`src/clp_pkg.sv`:
```
`timescale 1ns / 1ps
// ----------------------------------------------------------------------------
// clp_pkg: shared types and constants for the competitive learning block
// Holds the transaction payload structs, request and register codes, and the
// control and link structs that run between the top level and the cells.
// ----------------------------------------------------------------------------
package clp_pkg;

  // Default sizes of the prototype array.
  localparam int CLP_MAX_CLUSTERS = 16;
  localparam int CLP_MAX_DIMS     = 16;

  // Fixed field widths that cover the whole parameter range.
  localparam int CLP_ADDR_W = 6;   // element address, up to 64 elements
  localparam int CLP_IDX_W  = 8;   // cluster index, up to 256 clusters
  localparam int CLP_NC_W   = 9;   // active cluster count, up to 256
  localparam int CLP_DIST_W = 39;  // accumulated squared distance
  localparam int CLP_VAL_W  = 15;  // Q1.14 element

  // Reported distance saturates at this value.
  localparam logic [CLP_DIST_W-1:0] CLP_DIST_MAX = CLP_DIST_W'(39'h1_FFFF_FFFF);

  // Register reset values.
  localparam logic [15:0] CLP_RATE_RST     = 16'd19661;
  localparam logic [4:0]  CLP_CLUSTERS_RST = 5'd4;
  localparam logic [4:0]  CLP_DIMS_RST     = 5'd12;

  // Request codes.
  localparam logic [1:0] REQ_LOAD     = 2'd0;
  localparam logic [1:0] REQ_TRAIN    = 2'd1;
  localparam logic [1:0] REQ_CLASSIFY = 2'd2;

  // Configuration register indexes.
  localparam logic [1:0] CFG_RATE     = 2'd0;
  localparam logic [1:0] CFG_CLUSTERS = 2'd1;
  localparam logic [1:0] CFG_DIMS     = 2'd2;

  typedef struct packed {
    logic [1:0]  req_type;
    logic [3:0]  cluster_index;
    logic [3:0]  element_index;
    logic [14:0] element_value;
    logic        last_element;
  } clp_in_t;

  typedef struct packed {
    logic [3:0]  winner_index;
    logic [32:0] distance_sq;
    logic        was_updated;
  } clp_out_t;

  // Broadcast control from the sequencer to every cell.
  typedef struct packed {
    logic                  clr;
    logic                  sq_v;
    logic [CLP_ADDR_W-1:0] rd_addr;
    logic                  wr_en;
    logic [CLP_ADDR_W-1:0] wr_addr;
    logic [CLP_VAL_W-1:0]  wr_data;
    logic [CLP_NC_W-1:0]   active;
  } clp_ctrl_t;

  // Running best candidate handed from cell to cell.
  typedef struct packed {
    logic [CLP_IDX_W-1:0]  idx;
    logic [CLP_DIST_W-1:0] sum_sq;
  } clp_link_t;

endpackage

```
`src/clp_cell.sv`:
```
`timescale 1ns / 1ps
// ----------------------------------------------------------------------------
// clp_cell: one prototype cell of the winner search chain
// Stores one prototype vector, accumulates its squared distance to the
// broadcast sample, and passes the better of its own and its neighbor's
// candidate down the chain every cycle.
// ----------------------------------------------------------------------------
module clp_cell import clp_pkg::*; #(
  parameter int MAX_DIMS = CLP_MAX_DIMS,
  parameter int CELL_ID  = 0
) (
  input  logic                 clk,
  input  clp_ctrl_t            ctrl_i,
  input  logic                 wr_sel_i,
  input  logic [CLP_VAL_W-1:0] s_i,
  input  clp_link_t            link_i,
  output clp_link_t            link_o,
  output logic [CLP_VAL_W-1:0] p_o
);

  localparam int AW = (MAX_DIMS > 1) ? $clog2(MAX_DIMS) : 1;

  logic [CLP_VAL_W-1:0]   mem [MAX_DIMS];
  logic [CLP_VAL_W-1:0]   p_r;
  logic [2*CLP_VAL_W-1:0] sq_r;
  logic [2*CLP_VAL_W-1:0] sq_nxt;
  logic [CLP_DIST_W-1:0]  acc_r;
  clp_link_t              link_r;
  clp_link_t              link_nxt;
  logic [CLP_VAL_W-1:0]   adiff;
  logic                   take_own;

  // Prototype row: one write port, registered read.
  always_ff @(posedge clk) begin
    if (ctrl_i.wr_en && wr_sel_i) begin
      mem[ctrl_i.wr_addr[AW-1:0]] <= ctrl_i.wr_data;
    end
    p_r <= mem[ctrl_i.rd_addr[AW-1:0]];
  end

  // Squared element difference.
  always_comb begin
    adiff  = (s_i >= p_r) ? (s_i - p_r) : (p_r - s_i);
    sq_nxt = (2*CLP_VAL_W)'(adiff) * (2*CLP_VAL_W)'(adiff);
  end

  // Candidate selection; strict less keeps the lower index on ties.
  always_comb begin
    take_own = (CELL_ID == 0) ||
               ((CLP_NC_W'(CELL_ID) < ctrl_i.active) && (acc_r < link_i.sum_sq));
    if (take_own) begin
      link_nxt.idx    = CLP_IDX_W'(CELL_ID);
      link_nxt.sum_sq = acc_r;
    end else begin
      link_nxt = link_i;
    end
  end

  // Distance accumulator and chain register.
  always_ff @(posedge clk) begin
    sq_r   <= sq_nxt;
    link_r <= link_nxt;
    if (ctrl_i.clr) begin
      acc_r <= '0;
    end else if (ctrl_i.sq_v) begin
      acc_r <= acc_r + CLP_DIST_W'(sq_r);
    end
  end

  assign link_o = link_r;
  assign p_o    = p_r;

endmodule

```
`config.mk`:
```
export PLATFORM = sky130hd
export DESIGN_NAME = clp_cell
export DESIGN_NICKNAME = d
export VERILOG_FILES = /design/src/clp_pkg.sv /design/src/clp_cell.sv
export SDC_FILE = /design/constraint.sdc
export NUM_CORES = 1
export LEC_CHECK = 0
export BUFFER_PORTS_ARGS = -buffer_cell sky130_fd_sc_hd__buf_2
export CAP_MARGIN = 20
export CORE_ASPECT_RATIO = 1.5
export CORE_MARGIN = 5
export CORE_UTILIZATION = 50
export CTS_BUF_LIST = sky130_fd_sc_hd__clkbuf_4
export CTS_CLUSTER_DIAMETER = 30
export DETAILED_ROUTE_END_ITERATION = 8
export HOLD_SLACK_MARGIN = 0.06
export PLACE_DENSITY = 0.68
export SYNTH_ARGS = -nofsm -noshare
export SYNTH_HDL_FRONTEND = slang
export SYNTH_SLANG_ARGS = --single-unit
export TNS_END_PERCENT = 100
```
`constraint.sdc`:
```
create_clock -name clk -period 11.4 [get_ports clk]
set_input_delay 1.71 -clock clk [delete_from_list [all_inputs] [get_ports clk]]
set_output_delay 1.71 -clock clk [all_outputs]
set_load 0.05 [all_outputs]
```
---- Yosys cells after proc, flatten, opt, wreduce, memory -nomap -nowiden ----
Memory sizes are Yosys's and may differ from the RTL's. A register that Yosys moved wholly into a read port is not among the register bits.
Index checks and enable logic that the tools add are counted.
word-level totals
  bits in registers ....................... 108
  latch bits .............................. 0
  memory bits (writable) .................. 240
  memory bits (read-only) ................. 0
  bits of input ports ..................... 103
  logic and storage cells ................. 13
  memories ................................ 1
cells by class
  add/subtract/negate cells ............... 3
  multiply operators ...................... 1
  divide/modulo/power cells ............... 0
  $lt $le $gt $ge ......................... 1
  equality and inequality tests ........... 0
  shift operators ......................... 0
  multiplexer cells ....................... 3
  bitwise logic cells ..................... 0
  reduce and logical (&&, ||, !) cells .... 1
memory list
  memory  depth  width  rd ports  clocked after memory_dff  wr ports  line            source
  mem     16     15     1         1                         1         clp_cell.sv:23  logic [CLP_VAL_W-1:0] mem [MAX_DIMS];
operator list
  operator             count
  $add A39 B30 Y39     1
  $mul A15 B15 Y30     1
  $sub A15 B15 Y15     2
  $ge A15 B15 Y1       1
  $mux W15             1
  $mux W1              2
  $logic_and A1 B1 Y1  1

---- Logic depth before layout (Yosys ltp) ----
  depth in word-level cells ............... 3
  mapped depth ............................ 37
  depth with buffers taken out ............ 34

---- Least setup slack after synthesis ----
OpenSTA, ideal clock, no wires.
  path type ............................... input port to flip-flop
  from .................................... in s_i[2]
  to ...................................... reg sq_r[29]
  setup time .............................. 126 ps
  arrival time ............................ 9,096 ps
  required time ........................... 11,274 ps
  path slack .............................. 2,178 ps
  stages on the path ...................... 34
  path buffers ............................ 4
  cells stage by stage .................... inv_1 > ha_1 > buf_6 > and3b_1 > o21a_1 > o2111ai_1 > nand3b_4 > buf_6 > buf_6 > o31ai_4 > xnor2_2 > buf_2 > nand2_1 > fa_1 > fa_1 > inv_1 > fa_1 > inv_1 > fa_1 > inv_1 > fa_1 > inv_1 > fa_1 > inv_1 > ha_1 > o21ai_0 > a21oi_1 > o21ai_0 > a211oi_1 > o21bai_1 > o211a_1 > nor3_1 > a311oi_1 > xnor2_1
on the way
  longest elaborated chain between the ends .. 3
  elaborated cells between the ends (all ways) .. 5
  those cells by class .................... add/sub (2); mul (1); order compare (1); mux (1)
RTL lines
  item                                                line            source
  start: declaration                                  clp_cell.sv:15  input logic [CLP_VAL_W-1:0] s_i,
  $sub A15 B15 Y15 or $ge A15 B15 Y1 (tied branches)  clp_cell.sv:43  adiff = (s_i >= p_r) ? (s_i - p_r) : (p_r - s_i);
  $mux W15 *                                          clp_cell.sv:43
  $mul A15 B15 Y30 *                                  clp_cell.sv:44  sq_nxt = (2*CLP_VAL_W)'(adiff) * (2*CLP_VAL_W)'(adiff);
  net sq_nxt[29]                                      clp_cell.sv:26  logic [2*CLP_VAL_W-1:0] sq_nxt;
  end signal: assignment                              clp_cell.sv:61  sq_r <= sq_nxt;
  end: declaration                                    clp_cell.sv:25  logic [2*CLP_VAL_W-1:0] sq_r;
The timed path passes the listed nets; every way through them passes the cells marked *.
A chain may end at the register's enable or synchronous reset.

---- Worst setup path in the final report ----
  from .................................... in s_i[11]
  to ...................................... reg sq_r[29]
Same word-level chain as after synthesis.

==> summary.md <==
| Metric | Value |
|---|---|
| Run status | `complete, no violations` |
| Buffers on Ports | `96` |
| Compound-Gate Fraction of Synth Area | `8.243%` |
| Cells after Synth | `1712` |
| Worst-Margin Slew | `1.107 ns` |
| Fill cells | `3632` |
| Synth Register Bits | `362` |
| Syn Area/Cell | `12.59 um2` |
| Met3 Wirelength | `2773 um` |
| Max-Cap Viols | `0` |
| Fmax achieved | `100.5 MHz` |
| All-Layer GR Usage | `19.21%` |
| Commonest non-fill, non-tap cells in the layout | `edfxtp_1, inv_1, ha_1` |
| CTS Sinks | `362` |
| CTS Buf Count | `87` |
| Hpwl dp | `32650 um` |
| Synth Area in Simple Gates | `6.931%` |
| Site row count | `93` |
| Maximum clock path buffer count | `3` |
| Root Driver | `clkbuf_4` |
| Placed cell count | `2344` |
| Worst reg2reg path endpoint | `sq_r[29]` |
| WL final | `44960 um` |
| Die H | `264.3 um` |
| # nets final | `2255` |
| Most common cell after layout, fill and taps aside | `edfxtp_1` |
| Setup bufs post-CTS | `0` |
| Clock skew | `0.08544 ns` |
| Die X | `179.5 um` |
| Die area | `0.04744 mm2` |
| Vias/cell | `5.396` |
| Reg area | `0.009649 mm2` |
| Initial DRC count | `625` |
| Hold WC Path Type | `register to register` |
| HP Start | `acc_r[10]` |
| Mapped Area | `0.02155 mm2` |
| Non-Filler Instances | `2513` |
| M1 WL | `15400 um` |
| Mux contribution to synthesized area | `9.306%` |
| Post-synthesis sequential area ratio | `44.77%` |
| Share of layout cells above drive strength 1 | `19.66%` |
| Worst hold path depth | `0` |
| Crit-path max FO | `22` |
| Arrival time at the worst endpoint | `10.58 ns` |
| Fin crit period | `9.950 ns` |
| Area Growth Syn to Fin | `11.45%` |
| GR Overflow Total | `0` |
| Vias in the first global route | `14610` |
| Top routing layer in use | `met5` |
| Post-route ant nets | `0` |
| Final period utilization | `87.28%` |
| PostCTS Resize Cnt | `0` |
| Max_slew headroom | `25.96%` |
| Hold_buf cts | `0` |
| Routed len/inst | `17.89 um` |
| Post-Synth XOR/XNOR Area | `3.268%` |
| Final setup fails | `0` |
| Most common flop cell mapped by yosys | `edfxtp_1` |
| H-tree depth | `3` |
| Area of the multi-input gates | `0.01070 mm2` |
| Pins Over Slew Limit | `0` |
| Worst EP required | `12.03 ns` |
| Placer Congestion | `0.8788` |
| Top-Level Pins | `165` |
| Drt drc | `0` |
| Critical Path Slowest Stage Cell | `xnor2_1` |
| Drt first pass iters | `6` |
| Reg2reg start | `p_o[8]` |
| Number of synthesized flops with an enable pin | `240` |
| Worst stage delay on the critical path | `0.76 ns` |
| Largest net degree at the start of global routing | `61` |
| CP Capture Type | `register` |
| Register-to-Register Path Depth | `29` |
| Clock slew seen by the registers of the worst setup and hold paths | `0.06 ns` |
| Main combinational cell family by area after synthesis | `adder cells` |
| Synth cell types | `81` |
| Crit path launch type | `input port` |
| Async S/R FF share, synth | `0%` |
| Placeable Area | `0.04282 mm2` |
| Final instance area | `0.02402 mm2` |
| Post-Route Setup TNS | `0 ns` |
| Initial Util | `50.33%` |
| Worst-skew pair later-pin latency | `0.80 ns` |
| DR vias | `13560` |
| Synth Warn # | `0` |
| Internal reg-to-reg setup slack | `2.24 ns` |
| Final hold vios | `0` |
| WS Path Type | `input port to register` |
| First-pass GRT wire length | `73110 um` |
| Met2 wire length | `25320 um` |
| Initial antenna violation count | `9` |
| RSZ-0062 raised after global routing | `false` |
| CTS tree | `yes` |
| DP Area | `0.02268 mm2` |
| Hold endpoint | `link_o[10]` |
| Adder-cell share of the synthesized area | `21.56%` |
==> worst max-delay path, delay by kind of cell <==
family	cells	cell delay (ns)
adders and majority gates	8	3.89
xor gates and xnor gates	2	0.91
muxes	1	0.23
AOI/OAI and AO/OA	10	2.46
buffers and inverters	7	0.38
and+or+nand+nor	3	1.00
==> cell type report <==
cell class / count / area share (%)
Multi-Input combinational cell: 1043 / 44.56
Clock buffer: 120 / 3.750
Timing Repair Buffer: 124 / 2.979
Inverter: 246 / 3.844
Clock inverter: 43 / 1.677
Antenna cell: 5 / 0.05209
Sequential cell: 362 / 40.17
Tap cell: 570 / 2.969
==> sequential cells by signal (all words and copies together) (netlist names) <==
name    count
mem       240
acc_r      39
link_o     39
sq_r       29
p_o        15
==> per-layer routing <==
metal	track usage (%)	vias up
met5	0	-
met4	7.583	8
met3	4.876	113
met2	37.62	383
met1	19.11	6684
li1	-	6373
==> stage by stage <==
stage                     util [%]  hold slack, ns  worst slack, ns
after CTS                    56.00          0.3613            1.505
final                        56.10          0.3532            1.450
after detailed placement     52.96          0.3622           0.6759
after floorplan                  -          0.3390            2.178
after global routing         56.08          0.3728           0.8286
after global placement       52.96          0.3466           0.8091
==> synth_stat cells, types with 7 or more instances <==
| library cell | number | share of area [%] |
|---|---|---|
| nor2_1 | 102 | 1.8 |
| xnor2_1 | 36 | 1.5 |
| a31oi_1 | 10 | 0.29 |
| and2_1 | 12 | 0.35 |
| dfxtp_1 | 122 | 11 |
| o21ai_0 | 34 | 0.79 |
| ha_1 | 149 | 8.6 |
| o211ai_1 | 8 | 0.28 |
| a211oi_1 | 8 | 0.28 |
| clkbuf_1 | 30 | 0.52 |
| a21o_1 | 52 | 1.8 |
| inv_1 | 233 | 4.1 |
| nand3_1 | 18 | 0.42 |
| o21bai_1 | 9 | 0.31 |
| a21oi_1 | 64 | 1.5 |
| mux2i_1 | 26 | 1.2 |
| and3_1 | 7 | 0.20 |
| nor3_1 | 17 | 0.39 |
| nor2b_1 | 10 | 0.29 |
| edfxtp_1 | 240 | 33 |
| nand4_1 | 11 | 0.32 |
| buf_2 | 15 | 0.35 |
| or3_1 | 7 | 0.20 |
| and4_1 | 7 | 0.28 |
| buf_1 | 7 | 0.12 |
| inv_2 | 12 | 0.21 |
| o21a_1 | 11 | 0.38 |
| buf_4 | 12 | 0.42 |
| xor2_1 | 32 | 1.3 |
| nand2_1 | 95 | 1.7 |
| fa_1 | 139 | 13 |
| mux4_2 | 75 | 7.8 |
| nand2b_1 | 15 | 0.44 |
==> worst max-delay path by stage <==
stage	from	end	slack, ns	cells after the start
after global placement	s_i[11]	sq_r[29]	0.81	31
after detailed placement	s_i[11]	sq_r[29]	0.68	31
after CTS	s_i[11]	sq_r[29]	1.50	31
after floorplan	s_i[2]	sq_r[29]	2.18	34
final	s_i[11]	sq_r[29]	1.45	31
after global routing	s_i[11]	sq_r[29]	0.83	31
==> cell families after synthesis <==
family | Yosys count
flip-flops | 362
other | 1
AND/OR/NAND/NOR | 316
buffers and inverters | 314
XOR/XNOR | 74
adder cells (fa/ha/maj) | 288
multiplexers | 106
AO/OA/AOI/OAI | 251
Power is left out: the tool's default activity adds up to more than one toggle a clock period on the data nets, which glitch-free logic cannot reach.
